$ cat config.mk
export PLATFORM = sky130hd
export DESIGN_NAME = timer_divider_factor_search
export DESIGN_NICKNAME = d
export VERILOG_FILES = /design/src/rtl/core/tfs_pkg.sv /design/src/rtl/core/tfs_div.sv /design/src/rtl/core/tfs_seq.sv /design/src/rtl/core/tfs_dp.sv /design/src/rtl/core/timer_divider_factor_search.sv
export SDC_FILE = /design/constraint.sdc
export NUM_CORES = 1
export LEC_CHECK = 0
export BUFFER_PORTS_ARGS = -buffer_cell sky130_fd_sc_hd__buf_2
export CAP_MARGIN = 10
export CORE_ASPECT_RATIO = 0.75
export CORE_MARGIN = 4
export CORE_UTILIZATION = 40
export CTS_CLUSTER_DIAMETER = 50
export DETAILED_ROUTE_END_ITERATION = 12
export PLACE_DENSITY = 0.57
export SLEW_MARGIN = 20
export SYNTH_ARGS = -nofsm -noshare
export SYNTH_HDL_FRONTEND = slang
export SYNTH_SLANG_ARGS = --single-unit
export TNS_END_PERCENT = 1
$ cat constraint.sdc
create_clock -name clk_i -period 24.1 [get_ports clk_i]
set_clock_uncertainty 0.1 [all_clocks]
set_input_delay 1.205 -clock clk_i [delete_from_list [all_inputs] [get_ports clk_i]]
set_output_delay 1.205 -clock clk_i [all_outputs]
set_load 0.01 [all_outputs]
$ cat src/rtl/core/tfs_pkg.sv
// Shared widths, microcode codes and the control store of the factor search.
package tfs_pkg;

  localparam int unsigned CW = 16;
  localparam int unsigned NW = 2 * CW;
  localparam int unsigned EW = CW + 1;
  localparam int unsigned CNTW = $clog2(CW + 1);
  localparam int unsigned PCW = 4;

  localparam logic [CW-1:0] MAXC = {CW{1'b1}};
  localparam logic [CW-1:0] MAXC_M1 = MAXC - CW'(1);
  localparam logic [NW-1:0] MAXSQ = NW'(MAXC) * NW'(MAXC);

  typedef enum logic [3:0] {
    OP_NOP,
    OP_LATCH,
    OP_SET_A,
    OP_DIV_A,
    OP_INIT_BEST,
    OP_EVAL,
    OP_INC_A,
    OP_EMIT,
    OP_LD_ZERO,
    OP_LD_RANGE
  } op_e;

  typedef enum logic [2:0] {
    C_NEXT,
    C_ALWAYS,
    C_IDLE,
    C_DIVB,
    C_ZERO,
    C_OVER,
    C_AEND,
    C_EXACT
  } cond_e;

  typedef struct packed {
    op_e               op;
    cond_e             cond;
    logic [PCW-1:0]    target;
  } ctrl_t;

  typedef struct packed {
    logic div_busy;
    logic n_zero;
    logic n_over;
    logic a_end;
    logic exact;
  } flags_t;

  // Program step addresses.
  localparam logic [PCW-1:0] S_IDLE      = 4'd0;
  localparam logic [PCW-1:0] S_CHK_ZERO  = 4'd1;
  localparam logic [PCW-1:0] S_CHK_OVER  = 4'd2;
  localparam logic [PCW-1:0] S_SET_A     = 4'd3;
  localparam logic [PCW-1:0] S_FIRST     = 4'd4;
  localparam logic [PCW-1:0] S_FIRST_WT  = 4'd5;
  localparam logic [PCW-1:0] S_INIT      = 4'd6;
  localparam logic [PCW-1:0] S_LOOP      = 4'd7;
  localparam logic [PCW-1:0] S_DIV       = 4'd8;
  localparam logic [PCW-1:0] S_DIV_WAIT  = 4'd9;
  localparam logic [PCW-1:0] S_EVAL      = 4'd10;
  localparam logic [PCW-1:0] S_INC       = 4'd11;
  localparam logic [PCW-1:0] S_DONE      = 4'd12;
  localparam logic [PCW-1:0] S_ZERO      = 4'd13;
  localparam logic [PCW-1:0] S_RANGE     = 4'd14;

  function automatic ctrl_t rom(input logic [PCW-1:0] pc);
    ctrl_t w;
    case (pc)
      S_IDLE:      w = '{OP_LATCH,     C_IDLE,   S_IDLE};
      S_CHK_ZERO:  w = '{OP_NOP,       C_ZERO,   S_ZERO};
      S_CHK_OVER:  w = '{OP_NOP,       C_OVER,   S_RANGE};
      S_SET_A:     w = '{OP_SET_A,     C_NEXT,   S_IDLE};
      S_FIRST:     w = '{OP_DIV_A,     C_NEXT,   S_IDLE};
      S_FIRST_WT:  w = '{OP_NOP,       C_DIVB,   S_FIRST_WT};
      S_INIT:      w = '{OP_INIT_BEST, C_NEXT,   S_IDLE};
      S_LOOP:      w = '{OP_NOP,       C_AEND,   S_DONE};
      S_DIV:       w = '{OP_DIV_A,     C_NEXT,   S_IDLE};
      S_DIV_WAIT:  w = '{OP_NOP,       C_DIVB,   S_DIV_WAIT};
      S_EVAL:      w = '{OP_EVAL,      C_EXACT,  S_DONE};
      S_INC:       w = '{OP_INC_A,     C_ALWAYS, S_LOOP};
      S_DONE:      w = '{OP_EMIT,      C_ALWAYS, S_IDLE};
      S_ZERO:      w = '{OP_LD_ZERO,   C_ALWAYS, S_DONE};
      S_RANGE:     w = '{OP_LD_RANGE,  C_ALWAYS, S_DONE};
      default:     w = '{OP_NOP,       C_ALWAYS, S_IDLE};
    endcase
    return w;
  endfunction

endpackage

$ cat src/rtl/core/tfs_div.sv
// Restoring divider: one quotient bit per cycle, quotient known to fit in CW bits.
module tfs_div (
  input  logic                      clk_i,
  input  logic                      rst_ni,
  input  logic                      start_i,
  input  logic [tfs_pkg::NW-1:0]    dividend_i,
  input  logic [tfs_pkg::CW-1:0]    divisor_i,
  output logic                      busy_o,
  output logic [tfs_pkg::CW-1:0]    quot_o,
  output logic [tfs_pkg::CW-1:0]    rem_o
);

  logic [tfs_pkg::CW-1:0]   rem_q, rem_d;
  logic [tfs_pkg::CW-1:0]   quo_q, quo_d;
  logic [tfs_pkg::CW-1:0]   dvs_q, dvs_d;
  logic [tfs_pkg::CNTW-1:0] cnt_q, cnt_d;
  logic [tfs_pkg::CW:0]     trial;
  logic [tfs_pkg::CW:0]     diff;
  logic                     ge;

  // The low half of the dividend shifts out as quotient bits shift in.
  always_comb begin
    trial = {rem_q, quo_q[tfs_pkg::CW-1]};
    diff  = trial - {1'b0, dvs_q};
    ge    = trial >= {1'b0, dvs_q};
    rem_d = rem_q;
    quo_d = quo_q;
    dvs_d = dvs_q;
    cnt_d = cnt_q;
    if (start_i) begin
      rem_d = dividend_i[tfs_pkg::NW-1:tfs_pkg::CW];
      quo_d = dividend_i[tfs_pkg::CW-1:0];
      dvs_d = divisor_i;
      cnt_d = tfs_pkg::CNTW'(tfs_pkg::CW);
    end else if (cnt_q != '0) begin
      rem_d = ge ? diff[tfs_pkg::CW-1:0] : trial[tfs_pkg::CW-1:0];
      quo_d = {quo_q[tfs_pkg::CW-2:0], ge};
      cnt_d = cnt_q - tfs_pkg::CNTW'(1);
    end
  end

  always_ff @(posedge clk_i or negedge rst_ni) begin
    if (!rst_ni) begin
      cnt_q <= '0;
    end else begin
      cnt_q <= cnt_d;
    end
  end

  always_ff @(posedge clk_i) begin
    rem_q <= rem_d;
    quo_q <= quo_d;
    dvs_q <= dvs_d;
  end

  assign busy_o = cnt_q != '0;
  assign quot_o = quo_q;
  assign rem_o  = rem_q;

endmodule

$ cat src/rtl/core/tfs_seq.sv
// Microcode sequencer: step counter, control store and conditional jumps.
module tfs_seq (
  input  logic            clk_i,
  input  logic            rst_ni,
  input  logic            start_i,
  input  tfs_pkg::flags_t flags_i,
  output tfs_pkg::op_e    op_o,
  output logic            busy_o
);

  logic [tfs_pkg::PCW-1:0] pc_q, pc_d;
  tfs_pkg::ctrl_t          ctrl;
  logic                    jump;

  always_comb begin
    ctrl = tfs_pkg::rom(pc_q);
    case (ctrl.cond)
      tfs_pkg::C_NEXT:   jump = 1'b0;
      tfs_pkg::C_ALWAYS: jump = 1'b1;
      tfs_pkg::C_IDLE:   jump = !start_i;
      tfs_pkg::C_DIVB:   jump = flags_i.div_busy;
      tfs_pkg::C_ZERO:   jump = flags_i.n_zero;
      tfs_pkg::C_OVER:   jump = flags_i.n_over;
      tfs_pkg::C_AEND:   jump = flags_i.a_end;
      tfs_pkg::C_EXACT:  jump = flags_i.exact;
      default:           jump = 1'b1;
    endcase
    pc_d = jump ? ctrl.target : pc_q + tfs_pkg::PCW'(1);
  end

  always_ff @(posedge clk_i or negedge rst_ni) begin
    if (!rst_ni) begin
      pc_q <= tfs_pkg::S_IDLE;
    end else begin
      pc_q <= pc_d;
    end
  end

  assign op_o   = ctrl.op;
  assign busy_o = pc_q != tfs_pkg::S_IDLE;

endmodule

$ cat src/rtl/core/tfs_dp.sv
// Search datapath: target, candidate prescaler, best pair and its error.
module tfs_dp (
  input  logic                      clk_i,
  input  logic                      rst_ni,
  input  logic [tfs_pkg::NW-1:0]    target_count_i,
  input  tfs_pkg::op_e              op_i,
  output tfs_pkg::flags_t           flags_o,
  output logic                      done_o,
  output logic [tfs_pkg::CW-1:0]    prescale_count_o,
  output logic [tfs_pkg::CW-1:0]    period_count_o,
  output logic signed [tfs_pkg::EW-1:0] product_error_o,
  output logic                      out_of_range_o
);

  logic [tfs_pkg::NW-1:0]        n_q;
  logic [tfs_pkg::CW-1:0]        a_q;
  logic [tfs_pkg::CW-1:0]        best_a_q;
  logic [tfs_pkg::CW-1:0]        best_b_q;
  logic [tfs_pkg::NW-1:0]        best_abs_q;
  logic signed [tfs_pkg::EW-1:0] best_err_q;
  logic                          range_q;
  logic                          done_q;

  logic                          div_start;
  logic                          div_busy;
  logic [tfs_pkg::CW-1:0]        quot;
  logic [tfs_pkg::CW-1:0]        rem;

  logic [tfs_pkg::NW-1:0]        n_m1;
  logic [tfs_pkg::CW:0]          ceil_sum;
  logic [tfs_pkg::CW-1:0]        ceil_q;

  logic [tfs_pkg::CW-1:0]        cand_b;
  logic [tfs_pkg::NW-1:0]        cand_abs;
  logic signed [tfs_pkg::EW-1:0] cand_err;
  logic [tfs_pkg::CW-1:0]        up_err;
  logic                          better;
  logic [tfs_pkg::NW-1:0]        over_diff;
  logic signed [tfs_pkg::EW-1:0] range_err;

  assign div_start = op_i == tfs_pkg::OP_DIV_A;

  tfs_div u_div (
    .clk_i      (clk_i),
    .rst_ni     (rst_ni),
    .start_i    (div_start),
    .dividend_i (n_q),
    .divisor_i  (a_q),
    .busy_o     (div_busy),
    .quot_o     (quot),
    .rem_o      (rem)
  );

  // Since 65536 leaves one over a multiple of 65535, (n - 1) / 65535 is the high
  // half plus a correction of zero, one or two from the sum of both halves.
  always_comb begin
    n_m1     = n_q - tfs_pkg::NW'(1);
    ceil_sum = {1'b0, n_m1[tfs_pkg::NW-1:tfs_pkg::CW]} + {1'b0, n_m1[tfs_pkg::CW-1:0]};
    ceil_q   = n_m1[tfs_pkg::NW-1:tfs_pkg::CW];
    if (ceil_sum >= {1'b0, tfs_pkg::MAXC}) begin
      ceil_q = ceil_q + tfs_pkg::CW'(1);
    end
    if (ceil_sum >= {tfs_pkg::MAXC, 1'b0}) begin
      ceil_q = ceil_q + tfs_pkg::CW'(1);
    end
  end

  // Round the period up when the remainder exceeds half the prescaler. A period
  // that wraps to zero has error equal to the target and can never win.
  always_comb begin
    up_err = a_q - rem;
    if (rem <= (a_q >> 1)) begin
      cand_b   = quot;
      cand_abs = tfs_pkg::NW'(rem);
      cand_err = -$signed({1'b0, rem});
    end else if (quot == tfs_pkg::MAXC) begin
      cand_b   = '0;
      cand_abs = n_q;
      cand_err = '0;
    end else begin
      cand_b   = quot + tfs_pkg::CW'(1);
      cand_abs = tfs_pkg::NW'(up_err);
      cand_err = $signed({1'b0, up_err});
    end
    better = cand_abs < best_abs_q;
  end

  // Above range the error is negative and saturates at -65535 in its 17-bit field.
  always_comb begin
    over_diff = n_q - tfs_pkg::MAXSQ;
    if (over_diff > tfs_pkg::NW'(tfs_pkg::MAXC)) begin
      range_err = -$signed({1'b0, tfs_pkg::MAXC});
    end else begin
      range_err = -$signed({1'b0, over_diff[tfs_pkg::CW-1:0]});
    end
  end

  always_comb begin
    flags_o.div_busy = div_busy;
    flags_o.n_zero   = n_q == '0;
    flags_o.n_over   = n_q > tfs_pkg::MAXSQ;
    flags_o.a_end    = a_q >= tfs_pkg::MAXC_M1;
    flags_o.exact    = (op_i == tfs_pkg::OP_EVAL) && better && (cand_abs == '0);
  end

  always_ff @(posedge clk_i or negedge rst_ni) begin
    if (!rst_ni) begin
      done_q  <= 1'b0;
      range_q <= 1'b0;
    end else begin
      done_q <= op_i == tfs_pkg::OP_EMIT;
      case (op_i)
        tfs_pkg::OP_LD_RANGE:  range_q <= 1'b1;
        tfs_pkg::OP_LD_ZERO:   range_q <= 1'b0;
        tfs_pkg::OP_INIT_BEST: range_q <= 1'b0;
        default:               range_q <= range_q;
      endcase
    end
  end

  always_ff @(posedge clk_i) begin
    case (op_i)
      tfs_pkg::OP_LATCH: begin
        n_q <= target_count_i;
      end
      tfs_pkg::OP_SET_A: begin
        a_q      <= ceil_q + tfs_pkg::CW'(1);
        best_a_q <= ceil_q + tfs_pkg::CW'(1);
      end
      tfs_pkg::OP_INIT_BEST: begin
        best_b_q   <= quot;
        best_err_q <= -$signed({1'b0, rem});
        best_abs_q <= n_q;
      end
      tfs_pkg::OP_EVAL: begin
        if (better) begin
          best_a_q   <= a_q;
          best_b_q   <= cand_b;
          best_abs_q <= cand_abs;
          best_err_q <= cand_err;
        end
      end
      tfs_pkg::OP_INC_A: begin
        a_q <= a_q + tfs_pkg::CW'(1);
      end
      tfs_pkg::OP_LD_ZERO: begin
        best_a_q   <= tfs_pkg::CW'(1);
        best_b_q   <= '0;
        best_err_q <= '0;
      end
      tfs_pkg::OP_LD_RANGE: begin
        best_a_q   <= tfs_pkg::MAXC;
        best_b_q   <= tfs_pkg::MAXC;
        best_err_q <= range_err;
      end
      default: begin
      end
    endcase
  end

  assign done_o           = done_q;
  assign prescale_count_o = best_a_q;
  assign period_count_o   = best_b_q;
  assign product_error_o  = best_err_q;
  assign out_of_range_o   = range_q;

endmodule

$ cat src/rtl/core/timer_divider_factor_search.sv
// Top level of the timer prescaler and period factor search.
//
//   channel   handshake          ports
//   -------   ----------------   ------------------------------------------------
//   command   start, busy        target_count_i
//   result    done_o (1 cycle)   prescale_count_o, period_count_o,
//                                product_error_o, out_of_range_o
//
// A word is taken when start is high and busy is low; one result word follows.
// Setup runs one division on the 16-step divider, and each candidate prescaler in the
// search loop then runs one more. Zero and out-of-range targets skip the search, and
// reset returns the sequencer to its idle step.
// Results cannot be held off by the receiver, and busy stays high until the
// result is shown.
module timer_divider_factor_search (
  input  logic                          clk_i,
  input  logic                          rst_ni,
  input  logic                          start,
  output logic                          busy,
  input  logic [tfs_pkg::NW-1:0]        target_count_i,
  output logic                          done_o,
  output logic [tfs_pkg::CW-1:0]        prescale_count_o,
  output logic [tfs_pkg::CW-1:0]        period_count_o,
  output logic signed [tfs_pkg::EW-1:0] product_error_o,
  output logic                          out_of_range_o
);

  tfs_pkg::op_e    op;
  tfs_pkg::flags_t flags;

  tfs_seq u_seq (
    .clk_i   (clk_i),
    .rst_ni  (rst_ni),
    .start_i (start),
    .flags_i (flags),
    .op_o    (op),
    .busy_o  (busy)
  );

  tfs_dp u_dp (
    .clk_i            (clk_i),
    .rst_ni           (rst_ni),
    .target_count_i   (target_count_i),
    .op_i             (op),
    .flags_o          (flags),
    .done_o           (done_o),
    .prescale_count_o (prescale_count_o),
    .period_count_o   (period_count_o),
    .product_error_o  (product_error_o),
    .out_of_range_o   (out_of_range_o)
  );

endmodule

## After elaboration in Yosys (flattened, before gate mapping)

Memories as Yosys holds them, arrays and structs flattened.
Cells that the tools add are included.

- Flip-flop bits (word level): 188
- Bits in latches: 0
- RAM bits: 0
- ROM bits: 176
- Input port bits: 35
- Memories kept: 1

- $add $sub $neg: 14
- Multipliers: 0
- Div/mod/pow operators: 0
- Order comparisons: 8
- Equal/unequal tests: 18
- Shift-type cells: 0
- Muxes and demuxes: 28
- Bitwise operators: 0
- Reduce and logical (&&, ||, !) cells: 18

Memories:

| memory | words | width | rd ports | clocked after Yosys merged registers in | wr ports | RTL line | text |
|---|---|---|---|---|---|---|---|
| (no name shown) | 16 | 11 | 1 | 0 | 0 | tfs_pkg.sv:71 | `case (pc)` |

Operators by type and width:

| cell | number |
|---|---|
| 16-bit 2-to-1 mux | 12 |
| 16-bit one-hot mux with 4 select lines | 2 |
| 32-bit 2-to-1 mux | 3 |
| 16-bit by 1-bit adder with 16-bit output (second input constant) | 5 |
| 17-bit one-hot mux with 4 select lines | 1 |
| 32-bit logical NOT | 2 |
| 32-bit one-hot mux with 2 select lines | 1 |
| 17-bit 2-to-1 mux | 3 |
| 16-bit negation with 17-bit output | 2 |
| 32-bit by 16-bit > comparator with 1-bit output (second input constant) | 1 |
| 32-bit > comparator (second input constant) | 1 |
| 32-bit less-than comparator | 1 |
| 16-bit one-hot mux with 2 select lines | 1 |
| 16-bit subtractor | 2 |
| 32-bit by 1-bit subtractor with 32-bit output (second input constant) | 1 |
| 32-bit subtractor (second input constant) | 1 |
| 16-bit by 16-bit adder with 17-bit output | 1 |
| 17-bit by 16-bit greater-or-equal comparator with 1-bit output | 1 |
| 17-bit by 16-bit greater-or-equal comparator with 1-bit output (second input constant) | 1 |
| 17-bit greater-or-equal comparator (second input constant) | 1 |
| 16-bit equality test (second input constant) | 1 |
| 4-bit by 3-bit equality test with 1-bit output (second input constant) | 4 |
| 16-bit greater-or-equal comparator (second input constant) | 1 |
| 16-bit by 15-bit <= comparator with 1-bit output | 1 |
| 21 further kinds | 36 |

## Longest topological paths before layout

- Depth after elaboration: 8
- Depth in mapped cells: 34

## Cells and area by module

A second synthesis with hierarchy kept.

- Cell total of the unflattened synthesis: 1,851
- Area, all modules: 16,403.2 sq um

By module, submodules not included:

| module | instances | cells each | area each (sq um) | sequential area each (sq um) |
|---|---|---|---|---|
| tfs_dp | 1 | 1,478 | 12,492.0 | 3,923.8 |
| tfs_div | 1 | 303 | 3,311.9 | 1,566.5 |
| tfs_seq | 1 | 70 | 599.3 | 100.1 |

## Least setup slack after synthesis

No wires, ideal clock.

- Path kind: register -> register
- Start point: register u_dp.n_q[13] (netlist bit)
- End point: register u_dp.best_a_q (netlist bit u_dp.prescale_count_o[14]) (data pin)
- Library setup time: 0.280 ns
- Arrival time: 7.681 ns
- Required time: 23.720 ns
- Path slack: 16.039 ns
- Stages on the path, launching flop included: 35
- Path buffers: 6
- Period minus slack after synthesis: 8.061 ns
- Cells stage by stage: edfxtp_1 -> buf_6 -> or4_1 -> clkbuf_2 -> or4_1 -> buf_2 -> buf_2 -> nor2_1 -> nand2_1 -> nor2_1 -> xor2_1 -> ha_1 -> clkbuf_1 -> a21o_1 -> a311o_1 -> a211oi_1 -> o21ai_0 -> a211o_1 -> nor4_1 -> clkbuf_1 -> a21oi_1 -> nand2_1 -> o21a_1 -> ha_1 -> nand3_1 -> nor2b_1 -> and2_1 -> nor3b_1 -> nand3b_4 -> nor4_2 -> xnor2_1 -> or3b_2 -> nand2b_1 -> xnor2_1 -> o221ai_1

- Cells in the longest elaborated chain, start to end: 8
- Elaborated cells between the ends (all ways): 10
- Those cells by class: add/sub (5); order compare (2); mux (3)

RTL lines:

| what | RTL line | text |
|---|---|---|
| start, declared | tfs_dp.sv:15 | `logic [tfs_pkg::NW-1:0] n_q;` |
| start signal, assigned | tfs_dp.sv:124 | `n_q <= target_count_i;` |
| 32-bit by 1-bit subtractor with 32-bit output * | tfs_dp.sv:57 | `n_m1 = n_q - tfs_pkg::NW'(1);` |
| 16-bit by 16-bit adder with 17-bit output | tfs_dp.sv:58 | `ceil_sum = {1'b0, n_m1[tfs_pkg::NW-1:tfs_pkg::CW]} + {1'b0, n_m1[tfs_pkg::CW-1:0]};` |
| 17-bit by 16-bit greater-or-equal comparator with 1-bit output | tfs_dp.sv:60 | `if (ceil_sum >= {1'b0, tfs_pkg::MAXC}) begin` |
| 16-bit 2-to-1 mux | tfs_dp.sv:60 |  |
| 16-bit by 1-bit adder with 16-bit output | tfs_dp.sv:64 | `ceil_q = ceil_q + tfs_pkg::CW'(1);` |
| 16-bit 2-to-1 mux * | tfs_dp.sv:63 | `if (ceil_sum >= {tfs_pkg::MAXC, 1'b0}) begin` |
| 16-bit by 1-bit adder with 16-bit output * | tfs_dp.sv:128 | `best_a_q <= ceil_q + tfs_pkg::CW'(1);` |
| 16-bit one-hot mux with 4 select lines * | tfs_dp.sv:122 | `case (op_i)` |
| end signal, assigned | tfs_dp.sv:128 |  |
| end signal, assigned | tfs_dp.sv:137 | `best_a_q <= a_q;` |
| end signal, assigned | tfs_dp.sv:147 | `best_a_q <= tfs_pkg::CW'(1);` |
| end, declared | tfs_dp.sv:17 | `logic [tfs_pkg::CW-1:0] best_a_q;` |

Mark *: on every way between the ends. The rest lies on a longest branch, timed or not.
A chain may end at the register's enable or synchronous reset.

## Worst setup path after layout

- Start point: register u_dp.n_q[9] (netlist bit)
- End point: register u_dp.best_a_q (netlist bit u_dp.prescale_count_o[14]) (data pin)

Same word-level chain as after synthesis.

==> flow_summary.toml <==
[floorplanning]
core-area_um2 = 38600
start_util_pct = 40.9
rows = 62
io_pins = 87
dieHeight_um = 180
die_area_um2 = 42800
fp.dieW_um = 237

[timing]
final_hold_viol_count = 0
post-route-min-period_ns = 9.26
fmax_mhz = 108
relSlewSlack_pct = 27.4
slew_viol_final = 0
tightestPinTransition_ns = 1.08
setup_tns_ns = 0
final-setup-viol-count = 0
fin_crit_sh_pct = 38.4
rsz0062_at_grt = "false"

[synth]
synth_edf_count = 177
avgSynthCellArea_um2 = 8.55
synth_most_common_cell = "nand2_1"
ys.flop_type = "edfxtp_1"
yosys-top-cells-area = "edfxtp_1 (34%), ha_1 (8.8%), xnor2_1 (5.7%), nand2_1 (5.2%), nor2_1 (3.9%)"
synthDominantCellAreaShare_pct = 33.6
async_flop_share_pct = 5.85
seq_area_frac_synth_pct = 35.4
yosysUniqueCellTypes = 92
syn_nets = 1997
synth_common_cells = "nand2_1 (220), edfxtp_1 (177), nor2_1 (163)"
ys_warn_count = 0
synth_area_leader_cell = "edfxtp_1"
synth_seq_cells = 188
postSynthCellCount = 1848
synth_area_um2 = 15800

[hold_path]
hp-class = "reg -> reg"

[place]
place_congestion = 0.989
portBuffers = 86
hpwl_mm = 42.5

[clock_network]
cts_resized = 0
cts_hold_buf = 0
cts_buffers = 17
cts_tree = "built"
cts.path.max_buffers = 2
cts_setup_buffers = 0
cts.clk_slew.worst_paths_ns = 0.08
cts_sinks = 188
clkLatencyLatePin_ns = 0.47
ctsHtreeMaxLevel = 4
root_buffer = "clkbuf_16"

[global_route]
grt.overflow.total = 0
grt_usage_pct = 25.2
grt_pass1_vias = 13400
grt_max_degree = 66
antenna_found_initial = 0
grt_pass1_wl_mm = 83.5

[route]
viasPerCell = 6.05
vias = 14600
drt_pass1_iterations = 6
routed_wl_mm = 55.0
dr.first_iter.drc_count = 1661
avgRoutedWirePerCell_um = 22.9
ant_nets = 0
drc = 0

[worst_setup_path]
cpPeakStageDelay_ns = 0.86
cp_top_family = "simple AND/OR/NAND/NOR gates"
slowest_stage = "nor4_1"
worstPathArrival_ns = 9.32
setup.worst_path.end_class = "flop"
critPathKind = "reg -> reg"
crit_buf_inv = 1
start_kind = "flop"
path_max_fanout = 11
critPathRequiredTime_ns = 24.17
critPathMostFrequentCell = "xnor2_1"

[cells_and_area]
syn_to_final_growth_pct = 9.43
n_fill_cell = 3870
insertedDiodeCount = 0
layout-drive-gt1-share_pct = 9.98
nets = 2030

[outcome]
outcome = "finished clean"

[flow_run]
maxCapViolCount = 0
==> final cells by class <==
cell class / instances / area (um2) / area share (%)
clock buffers: 18 / 429 / 2.48
multi-input cells: 1419 / 9330 / 53.9
inverters: 143 / 537 / 3.11
flip-flops and latches: 188 / 5590 / 32.3
well taps: 512 / 641 / 3.71
repair buffers: 112 / 626 / 3.62
clock inverters: 14 / 138 / 0.796
==> per-stage QoR <==
step	util (%)	cell area (um2)	instances	hold slack (ns)	setup slack, ns
floorplan	-	15800	1848	0.354	16.04
global route	44.7	17300	2406	0.471	14.30
CTS	44.7	17300	2406	0.453	15.17
global placement	43.3	16700	2374	0.423	15.44
finish	44.7	17300	2406	0.455	14.84
detailed placement	43.3	16700	2374	0.434	15.21
==> flip-flops by register name (all words and copies together), names as in the netlist <==
| register | cells |
|---|---|
| u_dp.u_div.quot_o | 16 |
| u_dp.best_abs_q | 32 |
| u_dp.period_count_o | 16 |
| u_seq.pc_q | 4 |
| u_dp.u_div.dvs_q | 16 |
| u_dp.product_error_o | 17 |
| u_dp.out_of_range_o | 1 |
| u_dp.done_o | 1 |
| u_dp.a_q | 16 |
| u_dp.prescale_count_o | 16 |
| u_dp.n_q | 32 |
| u_dp.u_div.cnt_q | 5 |
| u_dp.u_div.rem_o | 16 |
==> final timing paths <==
check | from | end | slack, ns | depth (start not counted)
setup / recovery | u_dp.n_q[9]$_DFFE_PN_ | u_dp.prescale_count_o[14]$_DFFE_PP_ | 14.84 | 28
hold / removal | u_dp.u_div.cnt_q[1]$_DFFE_PN0P_ | u_dp.u_div.cnt_q[1]$_DFFE_PN0P_ | 0.45 | 2
setup reg to reg | u_dp.n_q[9]$_DFFE_PN_ | u_dp.prescale_count_o[14]$_DFFE_PP_ | 14.84 | 28
hold reg to reg | u_dp.u_div.cnt_q[1]$_DFFE_PN0P_ | u_dp.u_div.cnt_q[1]$_DFFE_PN0P_ | 0.45 | 2
max in group asynchronous | rst_ni | u_dp.out_of_range_o$_DFFE_PN0P_ | 23.17 | 1
min in group asynchronous | rst_ni | u_dp.u_div.cnt_q[3]$_DFFE_PN0P_ | 0.50 | 1
==> cells by family (layout without fill, tap and decap cells) <==
kind of cell | after synthesis | after routing | share of synthesized area, %
AOI/OAI and AO/OA | 451 | 451 | 18.9
xor gates and xnor gates | 130 | 130 | 7.26
adders and majority gates | 114 | 114 | 9.17
buffers and inverters | 241 | 287 | 5.88
DFF | 188 | 188 | 35.4
muxes | 24 | 24 | 1.56
and+or+nand+nor | 700 | 700 | 21.8
==> tightest hold or removal path, delay by kind of cell (launching register included) <==
| kind | cells | cell delay, ns |
|---|---|---|
| and+or+nand+nor | 1 | 0.07 |
| DFF | 1 | 0.37 |
| AOI/OAI and AO/OA | 1 | 0.07 |
==> per-layer routing <==
layer / share of wire, % / vias to the layer above / routed length, um / global-route usage [%]
met3: 11 / 64 / 5890 / 7.74
li1: - / 6770 / - / -
met1: 45 / 7027 / 24800 / 36.7
met4: 2.2 / 0 / 1210 / 5.93
met5: 0 / - / 0 / 0
met2: 42 / 702 / 23100 / 36.7
==> cells in the final DEF, fill, tap and decap left out, types with 47 or more instances in the layout <==
cell type  Yosys  routed
a21oi_1      112     110
buf_2          5      86
edfxtp_1     177     177
ha_1         111     111
inv_1        141     140
nand2_1      220     220
nand3_1       57      57
nor2_1       163     160
nor3_1        48      47
o21ai_0      105     105
xnor2_1      103     103
Power is not shown: default switching activity piles up to over one toggle a cycle in this logic, so the estimate is an artifact.
